`src/sv/vie_pkg.sv`:
```
// Package of shared types and constants for the Vole instruction executor.
package vie_pkg;

  // Storage sizes and widths fixed by the instruction set.
  localparam int unsigned MEM_DEPTH_DEF = 256;
  localparam int unsigned REG_COUNT     = 16;
  localparam int unsigned DATA_W        = 8;
  localparam int unsigned RIDX_W        = 4;
  localparam int unsigned ADDR_W        = 8;
  localparam int unsigned INSTR_W       = 16;

  // Instruction opcodes; codes without a member are treated as bad opcodes.
  typedef enum logic [3:0] {
    OP_LOAD  = 4'h1,
    OP_LOADI = 4'h2,
    OP_STORE = 4'h3,
    OP_MOVE  = 4'h4,
    OP_ADD   = 4'h5,
    OP_FADD  = 4'h6,
    OP_OR    = 4'h7,
    OP_AND   = 4'h8,
    OP_XOR   = 4'h9,
    OP_ROT   = 4'hA,
    OP_JEQ   = 4'hB,
    OP_HALT  = 4'hC,
    OP_JGT   = 4'hD
  } opcode_e;

  // One result of an executed instruction.
  typedef struct packed {
    logic              halted;
    logic              jump_taken;
    logic [ADDR_W-1:0] jump_target;
    logic              screen_valid;
    logic [DATA_W-1:0] screen_value;
    logic              bad_opcode;
    logic              reg_written;
    logic [RIDX_W-1:0] reg_index;
    logic [DATA_W-1:0] reg_value;
  } result_t;

  // Register file write port.
  typedef struct packed {
    logic              en;
    logic [RIDX_W-1:0] idx;
    logic [DATA_W-1:0] data;
  } rf_wr_t;

  // Data memory write port.
  typedef struct packed {
    logic              en;
    logic [ADDR_W-1:0] addr;
    logic [DATA_W-1:0] data;
  } mem_wr_t;

endpackage

```
`src/sv/vie_if.sv`:
```
// Handshake interfaces for the instruction and result channels.
interface vie_instr_if;
  logic        valid;
  logic        ready;
  logic [15:0] instr_word;

  modport source (output valid, output instr_word, input ready);
  modport sink (input valid, input instr_word, output ready);
endinterface

interface vie_result_if;
  logic       valid;
  logic       ready;
  logic       halted;
  logic       jump_taken;
  logic [7:0] jump_target;
  logic       screen_valid;
  logic [7:0] screen_value;
  logic       bad_opcode;
  logic       reg_written;
  logic [3:0] reg_index;
  logic [7:0] reg_value;

  modport source (
    output valid, output halted, output jump_taken, output jump_target,
    output screen_valid, output screen_value, output bad_opcode,
    output reg_written, output reg_index, output reg_value,
    input ready
  );
  modport sink (
    input valid, input halted, input jump_taken, input jump_target,
    input screen_valid, input screen_value, input bad_opcode,
    input reg_written, input reg_index, input reg_value,
    output ready
  );
endinterface

```
`src/sv/vie_regfile.sv`:
```
// Sixteen-entry register file with two registered read ports and a register 0 copy.
module vie_regfile (
  input  logic                         clk_i,
  input  logic                         rst_ni,
  input  logic                         rd_en_i,
  input  logic [vie_pkg::RIDX_W-1:0]   rd_addr_a_i,
  input  logic [vie_pkg::RIDX_W-1:0]   rd_addr_b_i,
  input  vie_pkg::rf_wr_t              wr_i,
  output logic [vie_pkg::DATA_W-1:0]   rd_data_a_o,
  output logic [vie_pkg::DATA_W-1:0]   rd_data_b_o,
  output logic [vie_pkg::DATA_W-1:0]   r0_o
);

  logic [vie_pkg::DATA_W-1:0]    rf_q [vie_pkg::REG_COUNT];
  logic [vie_pkg::REG_COUNT-1:0] vld_q;
  logic [vie_pkg::DATA_W-1:0]    r0_q;
  logic [vie_pkg::DATA_W-1:0]    rd_a_q;
  logic [vie_pkg::DATA_W-1:0]    rd_b_q;

  // Valid bits make unwritten entries read as zero after reset; register 0 is mirrored.
  always_ff @(posedge clk_i or negedge rst_ni) begin
    if (!rst_ni) begin
      vld_q <= '0;
      r0_q  <= '0;
    end else if (wr_i.en) begin
      vld_q[wr_i.idx] <= 1'b1;
      if (wr_i.idx == '0) begin
        r0_q <= wr_i.data;
      end
    end
  end

  // Storage array; a read in the same cycle as a write to that entry sees the new data.
  always_ff @(posedge clk_i) begin
    if (wr_i.en) begin
      rf_q[wr_i.idx] <= wr_i.data;
    end
    if (rd_en_i) begin
      if (wr_i.en && (wr_i.idx == rd_addr_a_i)) begin
        rd_a_q <= wr_i.data;
      end else begin
        rd_a_q <= vld_q[rd_addr_a_i] ? rf_q[rd_addr_a_i] : '0;
      end
      if (wr_i.en && (wr_i.idx == rd_addr_b_i)) begin
        rd_b_q <= wr_i.data;
      end else begin
        rd_b_q <= vld_q[rd_addr_b_i] ? rf_q[rd_addr_b_i] : '0;
      end
    end
  end

  assign rd_data_a_o = rd_a_q;
  assign rd_data_b_o = rd_b_q;
  assign r0_o        = r0_q;

endmodule

```
`src/sv/vie_data_mem.sv`:
```
// Byte-wide main memory with one registered read port and wrapping addresses.
module vie_data_mem #(
  parameter int unsigned MEM_DEPTH = vie_pkg::MEM_DEPTH_DEF
) (
  input  logic                         clk_i,
  input  logic                         rst_ni,
  input  logic                         rd_en_i,
  input  logic [vie_pkg::ADDR_W-1:0]   rd_addr_i,
  input  vie_pkg::mem_wr_t             wr_i,
  output logic [vie_pkg::DATA_W-1:0]   rd_data_o
);

  localparam int unsigned AW        = $clog2(MEM_DEPTH);
  localparam int unsigned LUT_DEPTH = 2 ** vie_pkg::ADDR_W;

  logic [AW-1:0]              addr_lut [LUT_DEPTH];
  logic [vie_pkg::DATA_W-1:0] mem_q [MEM_DEPTH];
  logic [MEM_DEPTH-1:0]       vld_q;
  logic [vie_pkg::DATA_W-1:0] rd_q;
  logic [AW-1:0]              rd_idx;
  logic [AW-1:0]              wr_idx;

  // Constant table folding an 8-bit operand address onto the memory depth.
  for (genvar i = 0; i < LUT_DEPTH; i++) begin : g_addr_lut
    assign addr_lut[i] = AW'(i % MEM_DEPTH);
  end

  assign rd_idx = addr_lut[rd_addr_i];
  assign wr_idx = addr_lut[wr_i.addr];

  // Valid bits make unwritten bytes read as zero after reset.
  always_ff @(posedge clk_i or negedge rst_ni) begin
    if (!rst_ni) begin
      vld_q <= '0;
    end else if (wr_i.en) begin
      vld_q[wr_idx] <= 1'b1;
    end
  end

  // Storage array; a read in the same cycle as a write to that byte sees the new data.
  always_ff @(posedge clk_i) begin
    if (wr_i.en) begin
      mem_q[wr_idx] <= wr_i.data;
    end
    if (rd_en_i) begin
      if (wr_i.en && (wr_idx == rd_idx)) begin
        rd_q <= wr_i.data;
      end else begin
        rd_q <= vld_q[rd_idx] ? mem_q[rd_idx] : '0;
      end
    end
  end

  assign rd_data_o = rd_q;

endmodule

```
`src/sv/vie_alu.sv`:
```
// Execute logic: decodes one instruction and forms its result and memory write.
module vie_alu (
  input  logic [vie_pkg::INSTR_W-1:0] instr_i,
  input  logic [vie_pkg::DATA_W-1:0]  rd_a_i,
  input  logic [vie_pkg::DATA_W-1:0]  rd_b_i,
  input  logic [vie_pkg::DATA_W-1:0]  r0_i,
  input  logic [vie_pkg::DATA_W-1:0]  mem_data_i,
  output vie_pkg::result_t            result_o,
  output vie_pkg::mem_wr_t            mem_wr_o
);

  // Float byte to a signed value in units of 2^-8.
  function automatic logic signed [12:0] fdecode(input logic [7:0] b);
    logic [11:0] mag;
    mag = 12'(b[3:0]) << b[6:4];
    return b[7] ? -$signed({1'b0, mag}) : $signed({1'b0, mag});
  endfunction

  // Signed sum back to a float byte: truncate, clamp the exponent at both ends.
  function automatic logic [7:0] fencode(input logic signed [12:0] s);
    logic        sign;
    logic [12:0] neg;
    logic [11:0] mag;
    logic [3:0]  p;
    logic [2:0]  expo;
    logic [3:0]  mant;
    logic [11:0] shifted;
    sign = s[12];
    neg  = -s;
    mag  = sign ? neg[11:0] : s[11:0];
    p    = '0;
    for (int i = 0; i < 12; i++) begin
      if (mag[i]) begin
        p = 4'(i);
      end
    end
    shifted = mag >> (p - 4'd3);
    if (mag == '0) begin
      return 8'h00;
    end else if (p < 4'd3) begin
      expo = 3'd0;
      mant = mag[3:0];
    end else if (p > 4'd10) begin
      expo = 3'd7;
      mant = 4'hF;
    end else begin
      expo = 3'(p - 4'd3);
      mant = shifted[3:0];
    end
    return {sign, expo, mant};
  endfunction

  vie_pkg::opcode_e           op;
  logic [vie_pkg::RIDX_W-1:0] r_field;
  logic [7:0]                 xy;
  logic [15:0]                rot_word;

  assign op       = vie_pkg::opcode_e'(instr_i[15:12]);
  assign r_field  = instr_i[11:8];
  assign xy       = instr_i[7:0];
  assign rot_word = {rd_a_i, rd_a_i} >> instr_i[2:0];

  // Per-opcode result; every field not set stays zero.
  always_comb begin
    result_o      = '0;
    mem_wr_o      = '0;
    mem_wr_o.addr = xy;
    mem_wr_o.data = rd_a_i;
    result_o.reg_index = r_field;
    case (op)
      vie_pkg::OP_LOAD: begin
        result_o.reg_written = 1'b1;
        result_o.reg_value   = mem_data_i;
      end
      vie_pkg::OP_LOADI: begin
        result_o.reg_written = 1'b1;
        result_o.reg_value   = xy;
      end
      vie_pkg::OP_STORE: begin
        mem_wr_o.en = 1'b1;
        if (xy == '0) begin
          result_o.screen_valid = 1'b1;
          result_o.screen_value = rd_a_i;
        end
      end
      vie_pkg::OP_MOVE: begin
        result_o.reg_written = 1'b1;
        result_o.reg_index   = instr_i[3:0];
        result_o.reg_value   = rd_a_i;
      end
      vie_pkg::OP_ADD: begin
        result_o.reg_written = 1'b1;
        result_o.reg_value   = rd_a_i + rd_b_i;
      end
      vie_pkg::OP_FADD: begin
        result_o.reg_written = 1'b1;
        result_o.reg_value   = fencode(fdecode(rd_a_i) + fdecode(rd_b_i));
      end
      vie_pkg::OP_OR: begin
        result_o.reg_written = 1'b1;
        result_o.reg_value   = rd_a_i | rd_b_i;
      end
      vie_pkg::OP_AND: begin
        result_o.reg_written = 1'b1;
        result_o.reg_value   = rd_a_i & rd_b_i;
      end
      vie_pkg::OP_XOR: begin
        result_o.reg_written = 1'b1;
        result_o.reg_value   = rd_a_i ^ rd_b_i;
      end
      vie_pkg::OP_ROT: begin
        result_o.reg_written = 1'b1;
        result_o.reg_value   = rot_word[7:0];
      end
      vie_pkg::OP_JEQ: begin
        if (rd_a_i == r0_i) begin
          result_o.jump_taken  = 1'b1;
          result_o.jump_target = xy;
        end
      end
      vie_pkg::OP_JGT: begin
        if ($signed(rd_a_i) > $signed(r0_i)) begin
          result_o.jump_taken  = 1'b1;
          result_o.jump_target = xy;
        end
      end
      vie_pkg::OP_HALT: begin
        if (instr_i[11:0] == '0) begin
          result_o.halted = 1'b1;
        end else begin
          result_o.bad_opcode = 1'b1;
        end
      end
      default: begin
        result_o.bad_opcode = 1'b1;
      end
    endcase
    if (!result_o.reg_written) begin
      result_o.reg_index = '0;
    end
  end

endmodule

```
`src/sv/vole_instruction_executor_unit.sv`:
```
// Top level of the Vole instruction executor: operand read, execute and result stages.
//
//   Channel    Direction  Payload                                Transaction when
//   instr_i    in         instr_word                             valid && ready
//   result_o   out        halted .. reg_value (one per instr)    valid && ready
//
// An instruction waits in the execute register and then moves to the result register,
// from which its result is offered on result_o; while result_o stays ready, one
// instruction a cycle is sustained. Register file and memory reads are registered at
// acceptance, and write-back at the move to the result register is bypassed into those
// reads. Reset clears the valid bits of both stores, so no clearing pass is needed. A
// stall on result_o holds both stages; instr_i stays ready while either has room.
module vole_instruction_executor_unit #(
  parameter int unsigned MEM_DEPTH = vie_pkg::MEM_DEPTH_DEF
) (
  input  logic          clk_i,
  input  logic          rst_ni,
  vie_instr_if.sink     instr_i,
  vie_result_if.source  result_o
);

  logic                         in_acc;
  logic                         ex_adv;
  logic                         ex_vld_q;
  logic                         ex_vld_d;
  logic [vie_pkg::INSTR_W-1:0]  ex_instr_q;
  logic                         out_vld_q;
  logic                         out_vld_d;
  vie_pkg::result_t             out_res_q;
  vie_pkg::result_t             ex_res;
  vie_pkg::mem_wr_t             ex_mem_wr;
  vie_pkg::mem_wr_t             mem_wr;
  vie_pkg::rf_wr_t              rf_wr;
  vie_pkg::opcode_e             in_op;
  logic [vie_pkg::RIDX_W-1:0]   rd_addr_a;
  logic [vie_pkg::DATA_W-1:0]   rd_a;
  logic [vie_pkg::DATA_W-1:0]   rd_b;
  logic [vie_pkg::DATA_W-1:0]   r0;
  logic [vie_pkg::DATA_W-1:0]   mem_rd;

  // Handshake and stage advance.
  assign ex_adv        = ex_vld_q && (!out_vld_q || result_o.ready);
  assign instr_i.ready = !ex_vld_q || ex_adv;
  assign in_acc        = instr_i.valid && instr_i.ready;
  assign ex_vld_d      = in_acc || (ex_vld_q && !ex_adv);
  assign out_vld_d     = ex_adv || (out_vld_q && !result_o.ready);

  // Port A reads X for move and the two-operand ALU ops, otherwise R.
  assign in_op = vie_pkg::opcode_e'(instr_i.instr_word[15:12]);
  always_comb begin
    if (in_op inside {[vie_pkg::OP_MOVE:vie_pkg::OP_XOR]}) begin
      rd_addr_a = instr_i.instr_word[7:4];
    end else begin
      rd_addr_a = instr_i.instr_word[11:8];
    end
  end

  // Write-back happens as an instruction moves into the result register.
  assign rf_wr.en   = ex_adv && ex_res.reg_written;
  assign rf_wr.idx  = ex_res.reg_index;
  assign rf_wr.data = ex_res.reg_value;

  always_comb begin
    mem_wr    = ex_mem_wr;
    mem_wr.en = ex_adv && ex_mem_wr.en;
  end

  vie_regfile u_regfile (
    .clk_i       (clk_i),
    .rst_ni      (rst_ni),
    .rd_en_i     (in_acc),
    .rd_addr_a_i (rd_addr_a),
    .rd_addr_b_i (instr_i.instr_word[3:0]),
    .wr_i        (rf_wr),
    .rd_data_a_o (rd_a),
    .rd_data_b_o (rd_b),
    .r0_o        (r0)
  );

  vie_data_mem #(
    .MEM_DEPTH (MEM_DEPTH)
  ) u_data_mem (
    .clk_i     (clk_i),
    .rst_ni    (rst_ni),
    .rd_en_i   (in_acc),
    .rd_addr_i (instr_i.instr_word[7:0]),
    .wr_i      (mem_wr),
    .rd_data_o (mem_rd)
  );

  vie_alu u_alu (
    .instr_i    (ex_instr_q),
    .rd_a_i     (rd_a),
    .rd_b_i     (rd_b),
    .r0_i       (r0),
    .mem_data_i (mem_rd),
    .result_o   (ex_res),
    .mem_wr_o   (ex_mem_wr)
  );

  // Stage valid flags.
  always_ff @(posedge clk_i or negedge rst_ni) begin
    if (!rst_ni) begin
      ex_vld_q  <= 1'b0;
      out_vld_q <= 1'b0;
    end else begin
      ex_vld_q  <= ex_vld_d;
      out_vld_q <= out_vld_d;
    end
  end

  // Stage payloads.
  always_ff @(posedge clk_i) begin
    if (in_acc) begin
      ex_instr_q <= instr_i.instr_word;
    end
    if (ex_adv) begin
      out_res_q <= ex_res;
    end
  end

  // Result channel.
  assign result_o.valid        = out_vld_q;
  assign result_o.halted       = out_res_q.halted;
  assign result_o.jump_taken   = out_res_q.jump_taken;
  assign result_o.jump_target  = out_res_q.jump_target;
  assign result_o.screen_valid = out_res_q.screen_valid;
  assign result_o.screen_value = out_res_q.screen_value;
  assign result_o.bad_opcode   = out_res_q.bad_opcode;
  assign result_o.reg_written  = out_res_q.reg_written;
  assign result_o.reg_index    = out_res_q.reg_index;
  assign result_o.reg_value    = out_res_q.reg_value;

endmodule

```
`src/flat_wrapper.sv`:
```
// flat-port wrapper written by rule: the top's interface ports become plain ports
module vole_instruction_executor_unit_flat 
#(
  parameter int unsigned MEM_DEPTH = vie_pkg::MEM_DEPTH_DEF
)
  (clk_i, rst_ni, instr_i_valid, instr_i_instr_word, instr_i_ready, result_o_valid, result_o_halted, result_o_jump_taken, result_o_jump_target, result_o_screen_valid, result_o_screen_value, result_o_bad_opcode, result_o_reg_written, result_o_reg_index, result_o_reg_value, result_o_ready);
  vie_instr_if instr_i_i ();
  vie_result_if result_o_i ();
  input  logic clk_i;
  input  logic rst_ni;
  input wire logic [$bits(instr_i_i.valid)-1:0] instr_i_valid;
  input wire logic [$bits(instr_i_i.instr_word)-1:0] instr_i_instr_word;
  output wire logic [$bits(instr_i_i.ready)-1:0] instr_i_ready;
  output wire logic [$bits(result_o_i.valid)-1:0] result_o_valid;
  output wire logic [$bits(result_o_i.halted)-1:0] result_o_halted;
  output wire logic [$bits(result_o_i.jump_taken)-1:0] result_o_jump_taken;
  output wire logic [$bits(result_o_i.jump_target)-1:0] result_o_jump_target;
  output wire logic [$bits(result_o_i.screen_valid)-1:0] result_o_screen_valid;
  output wire logic [$bits(result_o_i.screen_value)-1:0] result_o_screen_value;
  output wire logic [$bits(result_o_i.bad_opcode)-1:0] result_o_bad_opcode;
  output wire logic [$bits(result_o_i.reg_written)-1:0] result_o_reg_written;
  output wire logic [$bits(result_o_i.reg_index)-1:0] result_o_reg_index;
  output wire logic [$bits(result_o_i.reg_value)-1:0] result_o_reg_value;
  input wire logic [$bits(result_o_i.ready)-1:0] result_o_ready;
  assign instr_i_i.valid = instr_i_valid;
  assign instr_i_i.instr_word = instr_i_instr_word;
  assign instr_i_ready = instr_i_i.ready;
  assign result_o_valid = result_o_i.valid;
  assign result_o_halted = result_o_i.halted;
  assign result_o_jump_taken = result_o_i.jump_taken;
  assign result_o_jump_target = result_o_i.jump_target;
  assign result_o_screen_valid = result_o_i.screen_valid;
  assign result_o_screen_value = result_o_i.screen_value;
  assign result_o_bad_opcode = result_o_i.bad_opcode;
  assign result_o_reg_written = result_o_i.reg_written;
  assign result_o_reg_index = result_o_i.reg_index;
  assign result_o_reg_value = result_o_i.reg_value;
  assign result_o_i.ready = result_o_ready;
  vole_instruction_executor_unit #(.MEM_DEPTH(MEM_DEPTH)) u_core (.clk_i(clk_i), .rst_ni(rst_ni), .instr_i(instr_i_i), .result_o(result_o_i));
endmodule
```
`config.mk`:
```
export PLATFORM = sky130hd
export DESIGN_NAME = vole_instruction_executor_unit_flat
export DESIGN_NICKNAME = d
export VERILOG_FILES = /design/src/sv/vie_pkg.sv /design/src/sv/vie_if.sv /design/src/sv/vie_regfile.sv /design/src/sv/vie_data_mem.sv /design/src/sv/vie_alu.sv /design/src/sv/vole_instruction_executor_unit.sv /design/src/flat_wrapper.sv
export SDC_FILE = /design/constraint.sdc
export NUM_CORES = 2
export LEC_CHECK = 0
export BUFFER_PORTS_ARGS = -buffer_cell sky130_fd_sc_hd__buf_4
export CORE_MARGIN = 4
export CORE_UTILIZATION = 40
export DETAILED_ROUTE_END_ITERATION = 6
export HOLD_SLACK_MARGIN = 0.05
export SLEW_MARGIN = 5
export SYNTH_ARGS = -nofsm -noshare
export SYNTH_HDL_FRONTEND = slang
export SYNTH_SLANG_ARGS = --single-unit
```
`constraint.sdc`:
```
create_clock -name clk_i -period 12 [get_ports clk_i]
set_clock_uncertainty 0.2 [all_clocks]
set_input_delay 1.8 -clock clk_i [delete_from_list [all_inputs] [get_ports clk_i]]
set_output_delay 1.8 -clock clk_i [all_outputs]
set_load 0.02 [all_outputs]
```
==> impl_summary.txt <==
----------------------------------------------------
[Global route]
  Met2 track utilization from global routing ... 0.3000
  GR Util met1 ... 0.2845
  Number of antenna violations at the first check in global routing ... 9
  Via count of the first global-routing pass ... just over 50000
  Most Crowded Layer GR ... met2
  Largest net degree at the start of global routing ... 225
  Remaining global-route overflow ... 0
  Global-route met3 utilization ... 0.04033
  Wire length of the first global-routing pass ... ~380000 um
  Total global-route track usage ... 0.1955

[CTS]
  Number of instances resized during post-cts repair ... 0
  TritonCTS clock tree ... yes
  Clock root buffer master ... sky130_fd_sc_hd__clkbuf_16
  Clock transition at the registers of the reported paths ... ~60 ps
  Number of CTS-inserted buffers ... between 200 and 300
  Source-to-sink clock delay at the later pin of the worst-skew pair ... 950 ps
  # H-tree levels ... 5
  Number of buffers inserted by post-CTS setup repair ... 0
  Post-CTS Hold Fix Bufs ... 0
  Clock sinks ... 2531
  Buffers from clock root to sink, at most ... 4

[Layout]
  Non-filler instance count after layout ... 8841
  Net count, final ... 5313
  Layout cells sized above 1 ... 0.3190
  Filler instances ... 21328
  Finished Core Util ... 0.4549
  Area taken by flip-flops and latches ... roughly 75000 um^2
  Signed area change from the synthesized netlist to the final layout ... 13.20%
  Footprint of the multi-input gates ... 27420 um^2

[Worst hold path]
  Hold path start ... u_core.u_data_mem.vld_q[190]
  Hold/Removal Path Class ... reg -> reg
  Min-Delay Path Depth ... 1
  Hold worst-path end ... u_core.u_data_mem.vld_q[190]

[Worst setup path]
  Reg2reg start ... u_core.u_regfile.rd_data_a_o[5]
  Slowest cell on the critical path ... sky130_fd_sc_hd__nor2_1
  Max Fanout on Critical Path ... 86
  Crit path max-delay family ... compound AO/OA/AOI/OAI gates
  Arrival time worst endpoint ... ~9400 ps
  Setup slack of the most critical reg-to-reg path ... 3010 ps
  Worst path max stage delay ... 770 ps
  Worst Path Required ... 12370 ps
  Reg-to-reg critical path endpoint ... u_core.result_o.reg_value[0]
  Beginning of the critical path ... u_core.u_regfile.rd_data_a_o[5]
  CP Cell Sequence ... buf_4 -> clkinv_2 -> o2111a_1 -> o31ai_1 -> nand2_1 -> xnor2_1 -> ha_1 -> and2_1 -> a221oi_2 -> a21oi_1 -> o41a_1 -> xor2_1 -> nor4_1 -> o21ai_0 -> nand2_1 -> o21ai_1 -> ha_1 -> inv_1 -> a31oi_1 -> or2_1 -> mux4_2 -> a311oi_2 -> nor2_1
  Worst R2R Path Depth ... 23
  Type of the worst setup path ... reg -> reg
  Startpoint class of the critical path ... flop
  Total buffers and inverters traversed by the critical path ... 3
  Type of destination of the critical path ... flop

[Synth]
  Yosys top cell by area ... sky130_fd_sc_hd__edfxtp_1
  Seq/Total Area, Yosys ... 0.7231
  Post-synth top flop ... sky130_fd_sc_hd__edfxtp_1
  Number of enable-type register cells in the synthesized netlist ... 2249
  Synth top area share ... 0.6547
  Synth Instances ... 5077
  Main area contributors after synthesis ... sky130_fd_sc_hd__edfxtp_1 65%, sky130_fd_sc_hd__mux4_2 19%, sky130_fd_sc_hd__dfrtp_1 6.8%
  Net count after synthesis ... 5139
  Synth Warn # ... 0
  Async set-or-reset flop fraction in the synthesized netlist ... 0.1114
  Synth Cell Area ... 103200 um^2
  Number of distinct library cells after synthesis ... between 80 and 90
  Register bit count reported by yosys ... 2531
  Post-Syn Area per Cell ... 20.32 um^2

[STA]
  Number of pins with negative max-slew slack in the final report ... 0
  Time the final worst path needs with I/O delays and setup ... about 9000 ps
  Slew @ Worst Pin ... 1256 ps
  Final setup fails ... 0
  Accumulated negative setup slack ... 0 ps
  Final period util ... 0.7492
  Timing-limited maximum frequency ... 111.2 MHz
  Relative slew slack ... 0.1624
  Hold Vio Cnt, Final ... 0
  RSZ-0062 raised after global routing ... no

[Routing]
  Final ANT Viol Nets ... 0
  Iteration-0 DRC Markers ... 5765
  Routed wire length ... 259600 um
  DRC Markers ... 0
  Detailed Routing Iterations Pass 1 ... 5
  Routed wire length per instance ... 29.37 um
  Post-DR vias/cell ... 5.777
  Routed vias ... 51078

[Floorplanning]
  Core Rows ... 186
  Core Region ... between 200000 and 300000 um^2
  Total Die Area ... ~270000 um^2
  Starting density of the core ... 0.4019
  Vertical die dimension ... approximately 520 um
  Number of placed I/O pins ... 55
  Horizontal die dimension ... 515.8 um

[Power]
  Maximum vdd drop ... 0.1487 mV
  Power density normalized to cell area ... 182.1 nW/um^2
  Leak pwr ... 38.99 nW

[Placement]
  Instance count after placement with tap cells included ... 8349
  RePlAce Congestion ... 0.8755
  Detailed-placement wirelength estimate ... ~160000 um
  Number of port buffers ... 54

[Run]
  Total of max-cap violations ... 0

[Status]
  Result of the run ... finished clean

----------------------------------------------------
[worst max-delay path by stage]
stage | endpoint | slack [ps] | depth (start not counted)
finish | u_core.result_o.reg_value[0] | 3010 | 23
global route | u_core.result_o.reg_value[0] | 2280 | 23
CTS | u_core.result_o.reg_value[0] | 3190 | 23
detailed placement | u_core.result_o.reg_value[0] | 3260 | 23
global placement | u_core.u_regfile.rf_q[3][1] | 3380 | 23
floorplan | u_core.result_o.reg_value[0] | 1940 | 29
[area by class of cell]
type                       instances  area share
clock inverter                   113    0.008979
multi-input combinational       2228      0.2348
timing repair buffer             159     0.01235
antenna                            3  0.00006429
clock buffer                     376     0.06726
inverter                          47    0.001521
tap                             3384     0.03626
sequential                      2531      0.6388
[synth_stat cells, types with 11 or more instances]
master                     number
sky130_fd_sc_hd__nor3_1        28
sky130_fd_sc_hd__mux4_2       850
sky130_fd_sc_hd__o21ai_0       71
sky130_fd_sc_hd__nor4_1        16
sky130_fd_sc_hd__buf_1         64
sky130_fd_sc_hd__a211oi_1      11
sky130_fd_sc_hd__inv_1         40
sky130_fd_sc_hd__ha_1          40
sky130_fd_sc_hd__mux2i_1       37
sky130_fd_sc_hd__edfxtp_1    2249
sky130_fd_sc_hd__or2_2        275
sky130_fd_sc_hd__a21oi_1       66
sky130_fd_sc_hd__or3_1         17
sky130_fd_sc_hd__a21o_1        14
sky130_fd_sc_hd__nor2_1       385
sky130_fd_sc_hd__nand2b_1      14
sky130_fd_sc_hd__mux2_2        17
sky130_fd_sc_hd__nand2_1       85
sky130_fd_sc_hd__dfrtp_1      282
sky130_fd_sc_hd__nand3b_1      14
sky130_fd_sc_hd__xnor2_1       34
sky130_fd_sc_hd__clkbuf_1     197
sky130_fd_sc_hd__nand3_1       50
sky130_fd_sc_hd__xor2_1        24
sky130_fd_sc_hd__nor2b_1       27
[worst reg2reg max path, stage by stage (launching register included)]
cell	delay (ps)
sky130_fd_sc_hd__edfxtp_1	420
sky130_fd_sc_hd__buf_4	680
sky130_fd_sc_hd__clkinv_2	450
sky130_fd_sc_hd__o2111a_1	270
sky130_fd_sc_hd__o31ai_1	320
sky130_fd_sc_hd__nand2_1	130
sky130_fd_sc_hd__xnor2_1	310
sky130_fd_sc_hd__ha_1	380
sky130_fd_sc_hd__and2_1	240
sky130_fd_sc_hd__a221oi_2	320
sky130_fd_sc_hd__a21oi_1	150
sky130_fd_sc_hd__o41a_1	340
sky130_fd_sc_hd__xor2_1	550
sky130_fd_sc_hd__nor4_1	190
sky130_fd_sc_hd__o21ai_0	300
sky130_fd_sc_hd__nand2_1	370
sky130_fd_sc_hd__o21ai_1	730
sky130_fd_sc_hd__ha_1	420
sky130_fd_sc_hd__inv_1	140
sky130_fd_sc_hd__a31oi_1	270
sky130_fd_sc_hd__or2_1	310
sky130_fd_sc_hd__mux4_2	260
sky130_fd_sc_hd__a311oi_2	150
sky130_fd_sc_hd__nor2_1	770
[where the power goes]
group          leakage (nW)  switching, mW  internal [mW]  total (mW)
registers              24.3         0.0579           9.95        10.0
clock network          4.38           3.37           4.99        8.36
logic                  10.4           1.86           1.02        2.89
[logic make-up (layout without fill, tap and decap cells)]
logic type | after synthesis | in the layout | share of synthesized area
AOI/OAI and AO/OA | 268 | 268 | 0.01754
xor gates and xnor gates | 58 | 58 | 0.004925
adders and majority gates | 42 | 42 | 0.005240
buffers and inverters | 318 | 695 | 0.01179
DFF | 2531 | 2531 | 0.7231
muxes | 905 | 905 | 0.1912
other | 0 | 3 | 0
and+or+nand+nor | 955 | 955 | 0.04624
[state kept, by name, summed over array words and instances, names as in the netlist, 16 cells and up]
signal,cells
u_core.u_data_mem.vld_q,256
u_core.ex_instr_q,16
u_core.u_regfile.vld_q,16
u_core.u_regfile.rf_q,128
u_core.u_data_mem.mem_q,2048
[stage by stage]
step	cell area (um^2)	hold WS, ps	worst slack, ps	power (mW)
2_1_floorplan	103200	233.7	1945	12.21
3_3_place_gp	107900	243.2	3375	13.01
3_5_place_dp	107900	246.5	3263	13.05
4_1_cts	116800	260.7	3192	21.42
5_1_grt	116800	266.6	2285	22.05
6_report	116800	259.4	3009	21.26
[cells in the final DEF (no fill, tap or decap), types with 9 or more instances in the layout]
master	n
sky130_fd_sc_hd__nand4_1	10
sky130_fd_sc_hd__or2_2	275
sky130_fd_sc_hd__xor2_1	24
sky130_fd_sc_hd__dfrtp_1	282
sky130_fd_sc_hd__a21oi_1	66
sky130_fd_sc_hd__o21ai_1	9
sky130_fd_sc_hd__nor2b_1	27
sky130_fd_sc_hd__ha_1	40
sky130_fd_sc_hd__a211oi_1	11
sky130_fd_sc_hd__mux2i_1	33
sky130_fd_sc_hd__clkbuf_8	22
sky130_fd_sc_hd__mux2_2	17
sky130_fd_sc_hd__nor2_1	385
sky130_fd_sc_hd__nor4_1	16
sky130_fd_sc_hd__o21ai_0	70
sky130_fd_sc_hd__clkinv_1	34
sky130_fd_sc_hd__edfxtp_1	2249
sky130_fd_sc_hd__clkbuf_16	293
sky130_fd_sc_hd__a21o_1	14
sky130_fd_sc_hd__clkinv_2	48
sky130_fd_sc_hd__nand3_1	46
sky130_fd_sc_hd__nand2_1	85
sky130_fd_sc_hd__buf_12	17
sky130_fd_sc_hd__nand3b_1	14
sky130_fd_sc_hd__and2_1	9
sky130_fd_sc_hd__nor3_1	27
sky130_fd_sc_hd__nand2b_1	14
sky130_fd_sc_hd__inv_1	40
sky130_fd_sc_hd__mux4_2	850
sky130_fd_sc_hd__xnor2_1	34
sky130_fd_sc_hd__buf_4	137
sky130_fd_sc_hd__or3_1	16
sky130_fd_sc_hd__bufinv_16	19
sky130_fd_sc_hd__clkbuf_1	62
[routing by layer]
| metal | wire (um) | vias up | part of all wire |
|---|---|---|---|
| met5 | 46 | - | 0.00018 |
| met4 | 7389 | 6 | 0.028 |
| met3 | 19160 | 418 | 0.074 |
| met2 | 121800 | 2028 | 0.47 |
| met1 | 111200 | 27487 | 0.43 |
| li1 | - | 21139 | - |
Power figures use the tool's default switching activity.
